[config.mk]
export PLATFORM = sky130hd
export DESIGN_NAME = bldc_commutation_timing
export DESIGN_NICKNAME = d
export VERILOG_FILES = /design/src/rtl/bct_pkg.sv /design/src/rtl/bct_state.sv /design/src/rtl/bct_delay.sv /design/src/rtl/bldc_commutation_timing.sv
export SDC_FILE = /design/constraint.sdc
export NUM_CORES = 1
export LEC_CHECK = 0
export BUFFER_PORTS_ARGS = -buffer_cell sky130_fd_sc_hd__buf_4
export CAP_MARGIN = 20
export CORE_UTILIZATION = 50
export CTS_CLUSTER_DIAMETER = 120
export DETAILED_ROUTE_END_ITERATION = 12
export GPL_ROUTABILITY_DRIVEN = 1
export PLACE_DENSITY = 0.69
export SYNTH_ARGS = -nofsm -noshare
export SYNTH_HDL_FRONTEND = slang
export SYNTH_SLANG_ARGS = --single-unit
[constraint.sdc]
create_clock -name clock -period 13 [get_ports clock]
set_input_delay 1.3 -clock clock [delete_from_list [all_inputs] [get_ports clock]]
set_output_delay 1.3 -clock clock [all_outputs]
set_load 0.02 [all_outputs]
[src/rtl/bct_pkg.sv]
// ----------------------------------------------------------------------------
// bct_pkg
// Shared types and constants for the commutation timing block: field widths,
// register indexes, reset values and reciprocal constants for the divides.
// ----------------------------------------------------------------------------
package bct_pkg;

   localparam int IntervalWidth = 16;
   localparam int PotWidth      = 10;
   localparam int DutyWidth     = 12;
   localparam int SectorWidth   = 3;
   localparam int AdvanceWidth  = 5;
   localparam int CsrIndexWidth = 2;
   localparam int CsrDataWidth  = 12;

   typedef enum logic [CsrIndexWidth-1:0] {
      CSR_PHASE_ADVANCE = 2'd0,
      CSR_MIN_DUTY      = 2'd1,
      CSR_MAX_DUTY      = 2'd2
   } csr_index_type;

   localparam logic [AdvanceWidth-1:0] PhaseAdvanceReset = 5'd10;
   localparam logic [DutyWidth-1:0]    MinDutyReset      = 12'd200;
   localparam logic [DutyWidth-1:0]    MaxDutyReset      = 12'd1500;

   localparam logic [SectorWidth-1:0]  SectorFirst       = 3'd1;
   localparam logic [SectorWidth-1:0]  SectorLast        = 3'd6;

   // floor(n/3) = (n * Div3Mult) >> Div3Shift, exact for n < 2^19
   localparam logic [17:0] Div3Mult       = 18'd174763;
   localparam int          Div3Shift      = 19;
   // floor(n/3) for n < 2^13
   localparam logic [12:0] Div3SmallMult  = 13'd5462;
   localparam int          Div3SmallShift = 14;
   // floor(n/15) for n < 2^20
   localparam logic [20:0] Div15Mult      = 21'd1118482;
   localparam int          Div15Shift     = 24;

   typedef struct packed {
      logic [AdvanceWidth-1:0] phase_advance;
      logic [DutyWidth-1:0]    min_duty;
      logic [DutyWidth-1:0]    max_duty;
   } cfg_type;

   typedef struct packed {
      logic                     valid;
      logic [IntervalWidth-1:0] smoothed;
      logic [DutyWidth-1:0]     duty;
      logic [SectorWidth-1:0]   sector;
   } state_type;

endpackage

[src/rtl/bct_state.sv]
// ----------------------------------------------------------------------------
// bct_state
// Per-crossing state update: interval average, duty stepping with clamps and
// six-step sector advance, all from the registered input item.
// ----------------------------------------------------------------------------
module bct_state import bct_pkg::*; (
   input  logic                     clock,
   input  logic                     reset,
   input  logic                     advance,
   input  logic                     item_valid,
   input  logic [IntervalWidth-1:0] elapsed_count,
   input  logic [PotWidth-1:0]      pot_level,
   input  logic                     duty_update_enable,
   input  cfg_type                  cfg,
   output state_type                state
);

   logic                     valid_ff, valid_in;
   logic [IntervalWidth-1:0] prev_ff, prev_in;
   logic [IntervalWidth-1:0] avg_ff, avg_in;
   logic [DutyWidth-1:0]     duty_ff, duty_in;
   logic [SectorWidth-1:0]   sector_ff, sector_in;

   logic [17:0]              sum;
   logic [35:0]              sum_prod;
   logic [12:0]              min_twice;
   logic [25:0]              min_prod;
   logic [DutyWidth-1:0]     floor_level;
   logic [DutyWidth-1:0]     pot_floor;
   logic [13:0]              pot_triple;
   logic [DutyWidth-1:0]     target;
   logic [DutyWidth-1:0]     stepped;
   logic [DutyWidth-1:0]     clamp_lo;
   logic                     load;

   assign load = advance & item_valid;

   always_comb begin
      sum = {2'b00, avg_ff} + {2'b00, prev_ff} + {2'b00, elapsed_count};
      sum_prod = {18'd0, sum} * {18'd0, Div3Mult};

      min_twice = {cfg.min_duty, 1'b0};
      min_prod = {13'd0, min_twice} * {13'd0, Div3SmallMult};
      floor_level = min_prod[Div3SmallShift +: DutyWidth];
      pot_floor = ({2'b00, pot_level} < floor_level) ? floor_level : {2'b00, pot_level};
      pot_triple = {2'b00, pot_floor} + {1'b0, pot_floor, 1'b0};
      target = pot_triple[12:1];

      if (duty_ff < target) begin
         stepped = duty_ff + 12'd1;
      end else if (duty_ff > target) begin
         stepped = duty_ff - 12'd1;
      end else begin
         stepped = duty_ff;
      end
      clamp_lo = (stepped < cfg.min_duty) ? cfg.min_duty : stepped;

      valid_in = advance ? item_valid : valid_ff;
      prev_in = load ? elapsed_count : prev_ff;
      avg_in = load ? sum_prod[Div3Shift +: IntervalWidth] : avg_ff;
      duty_in = duty_ff;
      if (load && duty_update_enable) begin
         duty_in = (clamp_lo > cfg.max_duty) ? cfg.max_duty : clamp_lo;
      end
      sector_in = sector_ff;
      if (load) begin
         sector_in = (sector_ff >= SectorLast) ? SectorFirst : sector_ff + 3'd1;
      end
   end

   always_ff @(posedge clock) begin
      if (reset) begin
         valid_ff  <= 1'b0;
         prev_ff   <= '0;
         avg_ff    <= '0;
         duty_ff   <= MinDutyReset;
         sector_ff <= '0;
      end else begin
         valid_ff  <= valid_in;
         prev_ff   <= prev_in;
         avg_ff    <= avg_in;
         duty_ff   <= duty_in;
         sector_ff <= sector_in;
      end
   end

   assign state.valid    = valid_ff;
   assign state.smoothed = avg_ff;
   assign state.duty     = duty_ff;
   assign state.sector   = sector_ff;

endmodule

[src/rtl/bct_delay.sv]
// ----------------------------------------------------------------------------
// bct_delay
// Commutation delay: advance term average*advance/60 in two registered steps,
// subtracted from half the average, clamped to at least one; result register.
// ----------------------------------------------------------------------------
module bct_delay import bct_pkg::*; (
   input  logic                     clock,
   input  logic                     reset,
   input  logic                     advance,
   input  state_type                state,
   input  logic [AdvanceWidth-1:0]  phase_advance,
   output logic                     rsp_valid,
   output logic [IntervalWidth-1:0] rsp_delay_period,
   output logic [IntervalWidth-1:0] rsp_smoothed_period,
   output logic [DutyWidth-1:0]     rsp_duty_value,
   output logic [SectorWidth-1:0]   rsp_sector
);

   logic                     mid_valid_ff, mid_valid_in;
   logic [20:0]              prod_ff, prod_in;
   logic [14:0]              half_ff, half_in;
   logic [IntervalWidth-1:0] mid_smoothed_ff, mid_smoothed_in;
   logic [DutyWidth-1:0]     mid_duty_ff, mid_duty_in;
   logic [SectorWidth-1:0]   mid_sector_ff, mid_sector_in;

   logic                     out_valid_ff, out_valid_in;
   logic [IntervalWidth-1:0] delay_ff, delay_in;
   logic [IntervalWidth-1:0] smoothed_ff, smoothed_in;
   logic [DutyWidth-1:0]     duty_ff, duty_in;
   logic [SectorWidth-1:0]   sector_ff, sector_in;

   logic [39:0]              quot_prod;
   logic [IntervalWidth-1:0] adv_term;
   logic [IntervalWidth-1:0] half_ext;
   logic [IntervalWidth-1:0] diff;

   always_comb begin
      mid_valid_in    = advance ? state.valid : mid_valid_ff;
      prod_in         = advance ? {5'd0, state.smoothed} * {16'd0, phase_advance} : prod_ff;
      half_in         = advance ? state.smoothed[IntervalWidth-1:1] : half_ff;
      mid_smoothed_in = advance ? state.smoothed : mid_smoothed_ff;
      mid_duty_in     = advance ? state.duty : mid_duty_ff;
      mid_sector_in   = advance ? state.sector : mid_sector_ff;

      // divide by 60 as a shift by 2 then a reciprocal multiply for 15
      quot_prod = {21'd0, prod_ff[20:2]} * {19'd0, Div15Mult};
      adv_term  = quot_prod[Div15Shift +: IntervalWidth];
      half_ext  = {1'b0, half_ff};
      diff      = (half_ext > adv_term) ? half_ext - adv_term : '0;

      out_valid_in = advance ? mid_valid_ff : out_valid_ff;
      delay_in     = advance ? ((diff == '0) ? 16'd1 : diff) : delay_ff;
      smoothed_in  = advance ? mid_smoothed_ff : smoothed_ff;
      duty_in      = advance ? mid_duty_ff : duty_ff;
      sector_in    = advance ? mid_sector_ff : sector_ff;
   end

   always_ff @(posedge clock) begin
      if (reset) begin
         mid_valid_ff <= 1'b0;
         out_valid_ff <= 1'b0;
      end else begin
         mid_valid_ff <= mid_valid_in;
         out_valid_ff <= out_valid_in;
      end
   end

   always_ff @(posedge clock) begin
      prod_ff         <= prod_in;
      half_ff         <= half_in;
      mid_smoothed_ff <= mid_smoothed_in;
      mid_duty_ff     <= mid_duty_in;
      mid_sector_ff   <= mid_sector_in;
      delay_ff        <= delay_in;
      smoothed_ff     <= smoothed_in;
      duty_ff         <= duty_in;
      sector_ff       <= sector_in;
   end

   assign rsp_valid           = out_valid_ff;
   assign rsp_delay_period    = delay_ff;
   assign rsp_smoothed_period = smoothed_ff;
   assign rsp_duty_value      = duty_ff;
   assign rsp_sector          = sector_ff;

endmodule

[src/rtl/bldc_commutation_timing.sv]
// ----------------------------------------------------------------------------
// bldc_commutation_timing
// Sensorless six-step commutation timing: per zero crossing, averages the
// interval, derives the advanced commutation delay, steps the duty, and
// advances the sector.
//
//   channel | direction | handshake               | payload
//   req     | in        | req_valid / req_ready   | elapsed_count, pot_level, enable
//   rsp     | out       | rsp_valid / rsp_ready   | delay, smoothed period, duty, sector
//   csr     | in        | csr_valid / csr_ready   | csr_index, csr_data
//
// one item per cycle while no result waits; a taken item reaches rsp through the pipeline
// the pipeline is input register, state update, advance product, result register
// the whole pipeline holds while a result waits, so req_ready drops only then
// synchronous reset clears valids and puts state and csr registers at their reset values
// csr writes are always taken; an index past the register list is dropped
// ----------------------------------------------------------------------------
module bldc_commutation_timing import bct_pkg::*; (
   input  logic                     clock,
   input  logic                     reset,
   input  logic                     req_valid,
   output logic                     req_ready,
   input  logic [IntervalWidth-1:0] req_elapsed_count,
   input  logic [PotWidth-1:0]      req_pot_level,
   input  logic                     req_duty_update_enable,
   output logic                     rsp_valid,
   input  logic                     rsp_ready,
   output logic [IntervalWidth-1:0] rsp_delay_period,
   output logic [IntervalWidth-1:0] rsp_smoothed_period,
   output logic [DutyWidth-1:0]     rsp_duty_value,
   output logic [SectorWidth-1:0]   rsp_sector,
   input  logic                     csr_valid,
   output logic                     csr_ready,
   input  logic [CsrIndexWidth-1:0] csr_index,
   input  logic [CsrDataWidth-1:0]  csr_data
);

   cfg_type                  cfg_ff, cfg_in;
   logic                     in_valid_ff, in_valid_in;
   logic [IntervalWidth-1:0] elapsed_ff, elapsed_in;
   logic [PotWidth-1:0]      pot_ff, pot_in;
   logic                     enable_ff, enable_in;
   logic                     advance;
   state_type                state;

   assign advance   = ~rsp_valid | rsp_ready;
   assign req_ready = advance;
   assign csr_ready = 1'b1;

   always_comb begin
      cfg_in = cfg_ff;
      if (csr_valid) begin
         case (csr_index)
            CSR_PHASE_ADVANCE: cfg_in.phase_advance = csr_data[AdvanceWidth-1:0];
            CSR_MIN_DUTY:      cfg_in.min_duty      = csr_data[DutyWidth-1:0];
            CSR_MAX_DUTY:      cfg_in.max_duty      = csr_data[DutyWidth-1:0];
            default:           cfg_in = cfg_ff;
         endcase
      end

      in_valid_in = advance ? req_valid : in_valid_ff;
      elapsed_in  = advance ? req_elapsed_count : elapsed_ff;
      pot_in      = advance ? req_pot_level : pot_ff;
      enable_in   = advance ? req_duty_update_enable : enable_ff;
   end

   always_ff @(posedge clock) begin
      if (reset) begin
         cfg_ff.phase_advance <= PhaseAdvanceReset;
         cfg_ff.min_duty      <= MinDutyReset;
         cfg_ff.max_duty      <= MaxDutyReset;
         in_valid_ff          <= 1'b0;
      end else begin
         cfg_ff      <= cfg_in;
         in_valid_ff <= in_valid_in;
      end
   end

   always_ff @(posedge clock) begin
      elapsed_ff <= elapsed_in;
      pot_ff     <= pot_in;
      enable_ff  <= enable_in;
   end

   bct_state u_state (
      .clock              (clock),
      .reset              (reset),
      .advance            (advance),
      .item_valid         (in_valid_ff),
      .elapsed_count      (elapsed_ff),
      .pot_level          (pot_ff),
      .duty_update_enable (enable_ff),
      .cfg                (cfg_ff),
      .state              (state)
   );

   bct_delay u_delay (
      .clock               (clock),
      .reset               (reset),
      .advance             (advance),
      .state               (state),
      .phase_advance       (cfg_ff.phase_advance),
      .rsp_valid           (rsp_valid),
      .rsp_delay_period    (rsp_delay_period),
      .rsp_smoothed_period (rsp_smoothed_period),
      .rsp_duty_value      (rsp_duty_value),
      .rsp_sector          (rsp_sector)
   );

endmodule
# Yosys cells after proc, flatten, opt, wreduce, memory -nomap -nowiden

Cells that the tools add are included.

Bits in registers: 221
Input bits: 46
Output and inout port bits: 50
Logic and storage cells: 59

Add/subtract/negate cells: 7
Multiply operators: 4
$lt $le $gt $ge: 7
Equality and inequality tests: 2
Muxes and demuxes: 7
Bitwise operators: 3
Reductions and logical operators: 6

Operators by type and width:

| kind                   | count |
|---|---|
| $mux 12                | 5 |
| $mul 19x20->39 const B | 1 |
| $mul 18x18->35 const B | 1 |
| $gt 12x12->1           | 2 |
| $lt 12x12->1           | 2 |
| $mul 12x12->24 const B | 1 |
| $mul 16x5->21          | 1 |
| $add 18x16->18         | 1 |
| $add 16x16->17         | 1 |
| $gt 15x16->1           | 1 |
| $logic_not 16->1       | 1 |
| $mux 16                | 1 |
| $sub 15x16->16         | 1 |
| $add 12x13->13         | 1 |
| $add 12x1->12 const B  | 1 |
| $lt 10x12->1           | 1 |
| $sub 12x1->12 const B  | 1 |
| $reduce_and 2->1       | 3 |
| $add 3x1->3 const B    | 1 |
| $ge 3x3->1 const B     | 1 |
| $mux 3                 | 1 |
| $eq 2x1->1 const B     | 1 |
| $eq 2x2->1 const B     | 1 |
| $logic_not 2->1        | 1 |
| 4 further kinds        | 4 |

# Depth between registers and ports, before layout

Gate-level depths: netlist (run 1).

Depth in word-level cells: 11
Depth in mapped cells: 67
Depth with buffers taken out: 64

# Hierarchy

A second synthesis (run 1) with hierarchy kept.

Cell total of the unflattened synthesis: 2,403
Area total of the unflattened synthesis: 24,080.6 um^2

Modules (own cells, without submodules):

| module                  | instances | cells an instance | area an instance (um^2) | seq. area each (um^2) |
|---|---|---|---|---|
| bct_state               | 1         | 1,448             | 13,107.6                | 960.9 |
| bct_delay               | 1         | 800               | 9,001.1                 | 2,952.8 |
| bldc_commutation_timing | 1         | 155               | 1,971.9                 | 1,411.4 |

# Least setup slack after synthesis (run 1)

No wires, ideal clock.

Path type: reg-to-reg
From: reg cfg_ff[13] in the netlist's numbering
To: reg u_state.duty_ff[6]
Library setup time: 122 ps
Arrival time: 13,455 ps
Data required time: 12,878 ps
Slack: -577 ps
Stages on the path, launching flop included: 64
Buffers on the path: 2
Period minus slack after synthesis: 13,577 ps
Path through: dfxtp_1 > ha_1 > fa_1 > inv_1 > fa_1 > inv_1 > fa_1 > inv_1 > fa_1 > inv_1 > ha_1 > and4_4 > and2_4 > a22oi_4 > nand2_1 > a21o_1 > xor2_1 > inv_1 > [... 28 more ...] > ha_1 > a21o_1 > a21o_1 > a21oi_1 > o211a_1 > nand3_1 > mux2_2 > nand2_1 > mux2_2 > ha_1 > a21o_1 > a21o_1 > a21oi_1 > o21ai_0 > o22ai_1 > inv_1 > a311o_1 > a221o_1

Longest elaborated chain between the ends: 11
Elaborated cells on any way between the ends: 12
Classes of those cells: add/sub: 1; mul: 1; order compare: 5; mux: 5

RTL lines:

| element                  | RTL line                      | source |
|---|---|---|
| start: declaration       | bldc_commutation_timing.sv:38 | `cfg_type cfg_ff, cfg_in;` |
| start signal: assignment | bldc_commutation_timing.sv:74 | `cfg_ff <= cfg_in;` |
| $mul 12x12->24           | bct_state.sv:43               | `min_prod = {13'd0, min_twice} * {13'd0, Div3SmallMult};` |
| $lt 10x12->1             | bct_state.sv:45               | `pot_floor = ({2'b00, pot_level} < floor_level) ? floor_level : {2'b00, pot_level};` |
| $mux 12                  | bct_state.sv:45               |  |
| $add 12x13->13           | bct_state.sv:46               | `pot_triple = {2'b00, pot_floor} + {1'b0, pot_floor, 1'b0};` |
| $gt 12x12->1             | bct_state.sv:51               | `end else if (duty_ff > target) begin` |
| $mux 12                  | bct_state.sv:51               |  |
| $mux 12                  | bct_state.sv:49               | `if (duty_ff < target) begin` |
| $lt 12x12->1             | bct_state.sv:56               | `clamp_lo = (stepped < cfg.min_duty) ? cfg.min_duty : stepped;` |
| $mux 12 *                | bct_state.sv:56               |  |
| $gt 12x12->1             | bct_state.sv:63               | `duty_in = (clamp_lo > cfg.max_duty) ? cfg.max_duty : clamp_lo;` |
| $mux 12 *                | bct_state.sv:63               |  |
| end signal: assignment   | bct_state.sv:76               | `duty_ff <= MinDutyReset;` |
| end signal: assignment   | bct_state.sv:82               | `duty_ff <= duty_in;` |
| end: declaration         | bct_state.sv:21               | `logic [DutyWidth-1:0] duty_ff, duty_in;` |

Mark *: on every way between the ends. The rest lies on a longest branch, timed or not.
A chain may end at the register's enable or synchronous reset.

# Worst setup path after layout (run 1)

From: reg cfg_ff[15] in the netlist's numbering
To: reg u_state.duty_ff[7]

The elaborated chain is that of the path after synthesis.

==> metrics.yaml, run 1 <==
outcome:
  status: "finished, final reports clean"
detailed_routing:
  drtIter0Drc: 937
  antenna_left: 0
  top_layer: "met4"
  drc: 0
  wl_met1_um: 25700
  wl_per_cell_um: 17.3
  vias_per_cell: 5.43
  wl_um: 55700
  vias: 17500
  dr.pass1.iters: 5
  routed-wl-met2_um: 26300
  met3WireLength_um: 2240
yosys:
  synth-edff-count: 124
  ys.flop_type: "edfxtp_1"
  synth_simple_gate_area_share_pct: 9.98
  postSynthCellCount: 2427
  synth_fa_ha_area_share_pct: 43.9
  ys_ff_latch: 204
  yosysUniqueCellTypes: 82
  synth_area_um2: 24100
  synthMuxAreaShare_pct: 1.26
  synth_xor_area_share_pct: 4.36
  syn_nets: 3177
  synth_compound_area_share_pct: 11.1
  synth.avg_cell_area_um2: 9.93
  synth-async-reset-ratio_pct: 0
  seq_area_frac_synth_pct: 22.1
  yosys_warnings: 0
  synth_top_family_by_area: "adder cells"
sta:
  fmax_ghz: 0.0797
  hold-worst-slack_ps: 418
  relSlewSlack_pct: 37.9
  setup_ws_ps: 450
  fin_crit_sh_pct: 96.5
  fin_crit_ps: 12550
  drv_slew: 0
  hold_viol: 0
  finalSetupViolations: 0
  rsz0062_at_grt: "true"
  tightest_slew_ps: 926
  fin_skew_ps: 27.6
layout:
  drive_above_1_share_pct: 13.4
  nFillCells: 4072
  post-route-util_pct: 57.6
  area_growth_syn_to_layout_pct: 13.9
  nets: 3344
  antenna_cells: 0
  final-seq-area_um2: 5340
  multiInputGateArea_um2: 17500
  instances_no_fill: 3228
die:
  initial_utilization_pct: 50.6
  coreArea_um2: 47600
  dieArea_um2: 49100
  die_x_um: 222
  die_y_um: 222
  row_count: 80
  io_pins: 96
placement:
  dp_hpwl_um: 45800
  place_inst: 3157
  place_ws_ps: -280
  io_buffers: 94
  place.gp.congestion: 0.942
clock_network:
  htree_num_levels: 1
  clock-root-buffer: "clkbuf_16"
  cts_buffers: 25
  cts_hold_repair.buffers: 0
  cts_tree: "done"
  cts.clk_slew.worst_paths_ps: 70
  clk_path_buf_depth: 3
  clock-sinks: 204
  clk_latency_ps: 560
global_route:
  track_usage_pct: 23.0
  grt_pass1_wl_um: 91900
  antenna_found_initial: 1
  grt_max_degree: 67
  grt_pass1_vias: 18400
  overflow: 0
setup_path:
  path_common_cell: "a21o_1"
  rrSetupSlack_ps: 450
  slowest_delay_ps: 500
  worst_ep_required_time_ps: 13440
  start_kind: "flop"
  arrival_ps: 12990
  crit_fanout: 8
  worst-setup-path-type: "reg -> reg"
  cp_slowest_cell: "fa_1"
  critPathCaptureType: "flop"
run:
  cap_violations: 0
hold_path:
  hold_class: "reg -> reg"
[worst max-delay path, delay by kind of cell, from the launching register on]
kind,cells,cell delay (ps)
simple gates,6,680
fa+ha+maj,12,4060
flops,1,340
buf+inv,7,490
mux,3,940
xor+xnor,3,440
compound gates,31,5470
[routing by layer]
metal,vias to the layer above,GRT usage [%]
li1,8545,-
met5,-,0
met3,99,2.25
met1,8550,31.2
met4,0,7.15
met2,344,38.9
[flip-flops by register name, summed over array words and instances (netlist names), 12 cells and up]
signal	cells
u_delay.prod_ff	19
u_state.avg_ff	16
u_state.prev_ff	16
u_delay.rsp_delay_period	16
cfg_ff	29
u_state.duty_ff	12
u_delay.rsp_smoothed_period	16
u_delay.rsp_duty_value	12
u_delay.mid_smoothed_ff	16
u_delay.mid_duty_ff	12
elapsed_ff	16
[Yosys cell counts (12+ instances only)]
cell type	count	share of area, %
nor3_1	27	0.56
nand4_1	15	0.39
xnor2_1	76	2.8
nor4_1	12	0.31
inv_1	427	6.7
and2_1	48	1.2
nand2_1	196	3.1
nor2b_1	25	0.65
mux2_2	14	0.65
dfxtp_1	80	6.6
o21bai_1	18	0.56
a21oi_1	147	3.1
o211ai_1	18	0.56
a31oi_1	18	0.47
edfxtp_1	124	15
fa_1	232	19
nand2b_1	15	0.39
xor2_1	44	1.6
nor2_1	75	1.2
o21ai_0	59	1.2
clkbuf_1	34	0.53
and3_1	20	0.52
nand3_1	24	0.50
mux2i_1	13	0.54
o21a_1	13	0.41
a21o_1	46	1.4
ha_1	472	25
[cell usage in the layout (no fill, tap or decap), types with 7 or more instances in the layout]
cell / instances
nor4_1: 11
nand2_1: 193
xor2_1: 39
and3_1: 18
o21bai_1: 17
ha_4: 16
mux2_4: 9
fa_1: 232
or2_2: 7
ha_2: 7
or3_1: 10
xnor2_1: 75
o21a_1: 12
nand2b_1: 14
a21oi_2: 10
a21oi_1: 135
clkbuf_16: 26
nand3_1: 23
o21ai_0: 50
dfxtp_1: 73
buf_4: 174
mux2i_1: 12
o21ai_1: 12
nor3_1: 26
nor2_1: 72
and2_1: 47
a21o_1: 46
nor2b_1: 25
o211ai_1: 18
a31oi_1: 18
ha_1: 449
nand4_1: 15
inv_1: 421
edfxtp_1: 124
[kinds of logic (layout without fill, tap and decap cells)]
logic type      after synthesis  after routing
flops                       204            204
buf+inv                     468            654
simple gates                496            496
fa+ha+maj                   706            706
xor+xnor                    120            120
compound gates              404            404
other cells                   1              1
mux                          28             28
[worst paths after layout]
| path | startpoint | endpoint | depth (start not counted) |
|---|---|---|---|
| max | cfg_ff[15]$_SDFFE_PP1P_ | u_state.duty_ff[7]$_SDFFE_PP1P_ | 62 |
| min | u_delay.mid_duty_ff[10]$_DFFE_PN_ | u_delay.rsp_duty_value[10]$_DFFE_PN_ | 0 |
| max reg2reg | cfg_ff[15]$_SDFFE_PP1P_ | u_state.duty_ff[7]$_SDFFE_PP1P_ | 62 |
| min reg2reg | u_delay.mid_duty_ff[10]$_DFFE_PN_ | u_delay.rsp_duty_value[10]$_DFFE_PN_ | 0 |
[final cells by class]
cell class                      count  area share [%]
Tap cell                          615            2.80
Timing Repair Buffer              181            5.02
Multi-Input combinational cell   1755            63.8
Clock buffer                       31            2.48
Clock inverter                     15           0.634
Sequential cell                   204            19.5
Inverter                          427            5.84
[through the flow]
stage | area (um^2) | setup TNS [ps]
6_report | 27500 | 0
3_3_place_gp | 25900 | 0
2_1_floorplan | 24100 | 0
4_1_cts | 26900 | 0
3_5_place_dp | 25900 | -2340
5_1_grt | 27500 | -794
[timing repair]
| action | 4_1_cts | 5_1_grt |
|---|---|---|
| setup buffers | 11 | 13 |
| cloned | 0 | 1 |
| endpoints found under the setup margin | 12 | 12 |
| hold endpoints to repair | 0 | 0 |
| pin swaps | 16 | 79 |
| resized for setup | 14 | 92 |
Power of run 1 is not shown: default switching activity piles up to over one toggle a cycle in this logic, so the estimate is an artifact.
==> run 2: changes to the inputs <==
--- a/config.mk
+++ b/config.mk
@@ -11,7 +11,7 @@
 export CTS_CLUSTER_DIAMETER = 120
 export DETAILED_ROUTE_END_ITERATION = 12
 export GPL_ROUTABILITY_DRIVEN = 1
-export PLACE_DENSITY = 0.69
+export PLACE_DENSITY = 0.67
 export SYNTH_ARGS = -nofsm -noshare
 export SYNTH_HDL_FRONTEND = slang
 export SYNTH_SLANG_ARGS = --single-unit
==> constraint.sdc (replaced) <==
create_clock -name clock -period 12.6 [get_ports clock]
set_input_delay 1.26 -clock clock [delete_from_list [all_inputs] [get_ports clock]]
set_output_delay 1.26 -clock clock [all_outputs]
set_load 0.02 [all_outputs]
==> run 2 against run 1 <==
Via count up 1.2%. The run now ends with negative setup slack left. Largest cell class unchanged. Sequential share of layout area down 0.19 points. Hold slack better by 2.3 ps. Global-route usage up 0.16 points. Core utilization up 0.54 points. Critical path type unchanged. Routed wire length up 0.45%. Die area unchanged. First-iteration DRC count up 10%. Clock skew up 5.8 ps. Non-clock buffer count up 32. Register-to-register slack worse by 570 ps.
==> metrics.yaml, run 2 (synthesis gave the netlist of run 1 again) <==
layout:
  area_growth_syn_to_layout_pct: 15.0  # was 13.9%
  largest_register: "cfg_ff"  # unchanged
  drive_above_1_share_pct: 13.7  # was 13.4%
  antenna_cells: 0  # unchanged
  final_common_cell: "ha_1"  # unchanged
  largest_reg_flops: 29  # unchanged
  nets: 3376  # was 3344
  final_cell_mix: "ha_1 (452), inv_1 (423), fa_1 (232), buf_4 (207), nand2_1 (195)"  # was ha_1 (449), inv_1 (421), fa_1 (232), nand2_1 (193), buf_4 (174)
  reg.largest.list: "cfg_ff (29), u_delay.prod_ff (19)"  # unchanged
placement:
  io_buffers: 94  # unchanged
  place.gp.congestion: 0.964  # was 0.942
  place_ws_ps: -370  # was -280 ps
  dp_hpwl_um: 45500  # was 45800 um
global_route:
  gr-usage-met2_pct: 39.1  # was 38.9%
  track_usage_pct: 23.2  # was 23.0%
  grt.met3_usage_pct: 2.98  # was 2.25%
  antenna_found_initial: 0  # was 1
  grt_pass1_wl_um: 92500  # was 91900 um
  overflow: 0  # unchanged
  grt_max_degree: 74  # was 67
  use_met1_pct: 31.0  # was 31.2%
  grt_pass1_vias: 18600  # was 18.4k
  grt-busiest-layer: "met2"  # unchanged
setup_path:
  crit_fanout: 8  # unchanged
  rrSetupSlack_ps: -120  # was 450 ps
  crit_buf_inv: 9  # was 7
  worstReg2RegStart: "cfg_ff[15]$_SDFFE_PP1P_"  # unchanged
  critical_path.top_delay_family: "compound AO/OA/AOI/OAI gates"  # unchanged
  slowest_delay_ps: 530  # was 500 ps
  path_common_cell: "a21o_1"  # unchanged
  worst-setup-path-type: "reg -> reg"  # unchanged
  start_kind: "flop"  # unchanged
  critPathCaptureType: "flop"  # unchanged
  worst_ep_required_time_ps: 13050  # was 13440 ps
  arrival_ps: 13170  # was 12990 ps
  cp_slowest_cell: "fa_1"  # unchanged
  reg2reg_depth: 62  # unchanged
  timing.rr.end: "u_state.duty_ff[7]$_SDFFE_PP1P_"  # unchanged
detailed_routing:
  wl_per_cell_um: 17.2  # was 17.3 um
  dr.pass1.iters: 5  # unchanged
  wl_um: 56000  # was 55700 um
  vias: 17800  # was 17.5k
  drc: 0  # unchanged
  drtIter0Drc: 1035  # was 937
  antenna_left: 0  # unchanged
  vias_per_cell: 5.45  # was 5.43
clock_network:
  clock-sinks: 204  # unchanged
  cts_hold_repair.buffers: 0  # unchanged
  clk_latency_ps: 560  # about the same
  clock-root-buffer: "clkbuf_16"  # unchanged
  clk_path_buf_depth: 3  # unchanged
  cts_tree: "done"  # unchanged
  htree_num_levels: 1  # unchanged
  cts_buffers: 25  # unchanged
  cts.clk_slew.worst_paths_ps: 70  # about the same
hold_path:
  whs_path_depth: 0  # unchanged
  min_from: "u_delay.mid_duty_ff[8]$_DFFE_PN_"  # was u_delay.mid_duty_ff[10]$_DFFE_PN_
  hold_class: "reg -> reg"  # unchanged
  hold-path-endpoint: "u_delay.rsp_duty_value[8]$_DFFE_PN_"  # was u_delay.rsp_duty_value[10]$_DFFE_PN_
sta:
  setup_tns_ps: -769  # was 0 ps
  hold_viol: 0  # unchanged
  setup_ws_ps: -119  # was 450 ps
  hold-worst-slack_ps: 420  # was 418 ps
  fin_crit_ps: 12720  # was 12550 ps
  drv_slew: 0  # unchanged
  fmax_ghz: 0.0786  # was 0.0797 GHz
  finalSetupViolations: 10  # was 0
  fin_crit_sh_pct: 101  # was 96.5%
  relSlewSlack_pct: 34.7  # was 37.9%
  rsz0062_at_grt: "true"  # unchanged
  fin_skew_ps: 33.5  # was 27.6 ps
  tightest_slew_ps: 972  # was 926 ps
run:
  cap_violations: 0  # unchanged
die:
  row_count: 80  # unchanged
  io_pins: 96  # unchanged
  coreArea_um2: 47600  # unchanged
  dieArea_um2: 49100  # unchanged
  die_x_um: 222  # unchanged
  die_y_um: 222  # unchanged
  initial_utilization_pct: 50.6  # unchanged
outcome:
  violations: "negative setup slack"
  status: "complete, but fails checks"  # was finished, final reports clean
run 2: cell types whose count changed in the layout (fill, tap and decap cells not counted), sizes merged:
cell,delta
clkbuf,-3
clkinv,-1
bufinv,+4
buf,+32
run 2: worst max path at each step:
stage	slack, ps	startpoint	endpoint	cells after the start
finish	-120	cfg_ff[15]$_SDFFE_PP1P_	u_state.duty_ff[7]$_SDFFE_PP1P_	62
detailed placement	-370	cfg_ff[13]$_SDFFE_PP0P_	u_state.duty_ff[9]$_SDFFE_PP0P_	63
global placement	-190	cfg_ff[13]$_SDFFE_PP0P_	u_state.duty_ff[7]$_SDFFE_PP1P_	62
CTS	2	cfg_ff[15]$_SDFFE_PP1P_	u_state.duty_ff[7]$_SDFFE_PP1P_	63
floorplan	20	cfg_ff[13]$_SDFFE_PP0P_	u_state.duty_ff[6]$_SDFFE_PP1P_	63
global route	-690	cfg_ff[15]$_SDFFE_PP1P_	u_state.duty_ff[7]$_SDFFE_PP1P_	60
run 2: through the flow:
stage	cell area [um^2]	cells	util, %
global placement	26200	3183	54.9
detailed placement	26200	3183	54.9
finish	27700	3260	58.2
global route	27700	3260	58.2
CTS	27500	3254	57.8
floorplan	24200	2427	-
run 2: metal layers:
metal | part of all wire [%] | up-vias
met1 | 45 | 8608
met3 | 4.6 | 118
met5 | 0 | -
li1 | - | 8610
met2 | 47 | 420
met4 | 3.1 | 0
run 2: final cells by class:
cell class | count | area (um^2)
inverters | 427 | 1600
clock buffers | 28 | 637
repair buffers | 213 | 1620
well taps | 615 | 769
clock inverters | 18 | 290
multi-input cells | 1755 | 17500
fillers | 4054 | 19900
flip-flops and latches | 204 | 5340
run 2: repair_timing:
action                     CTS  global route
gates resized for setup     51            29
cloned                       1             1
pin swaps                   55            34
buffers inserted            24             5
setup endpoints to repair   12            12
Power of run 2 is left out for the same reason.
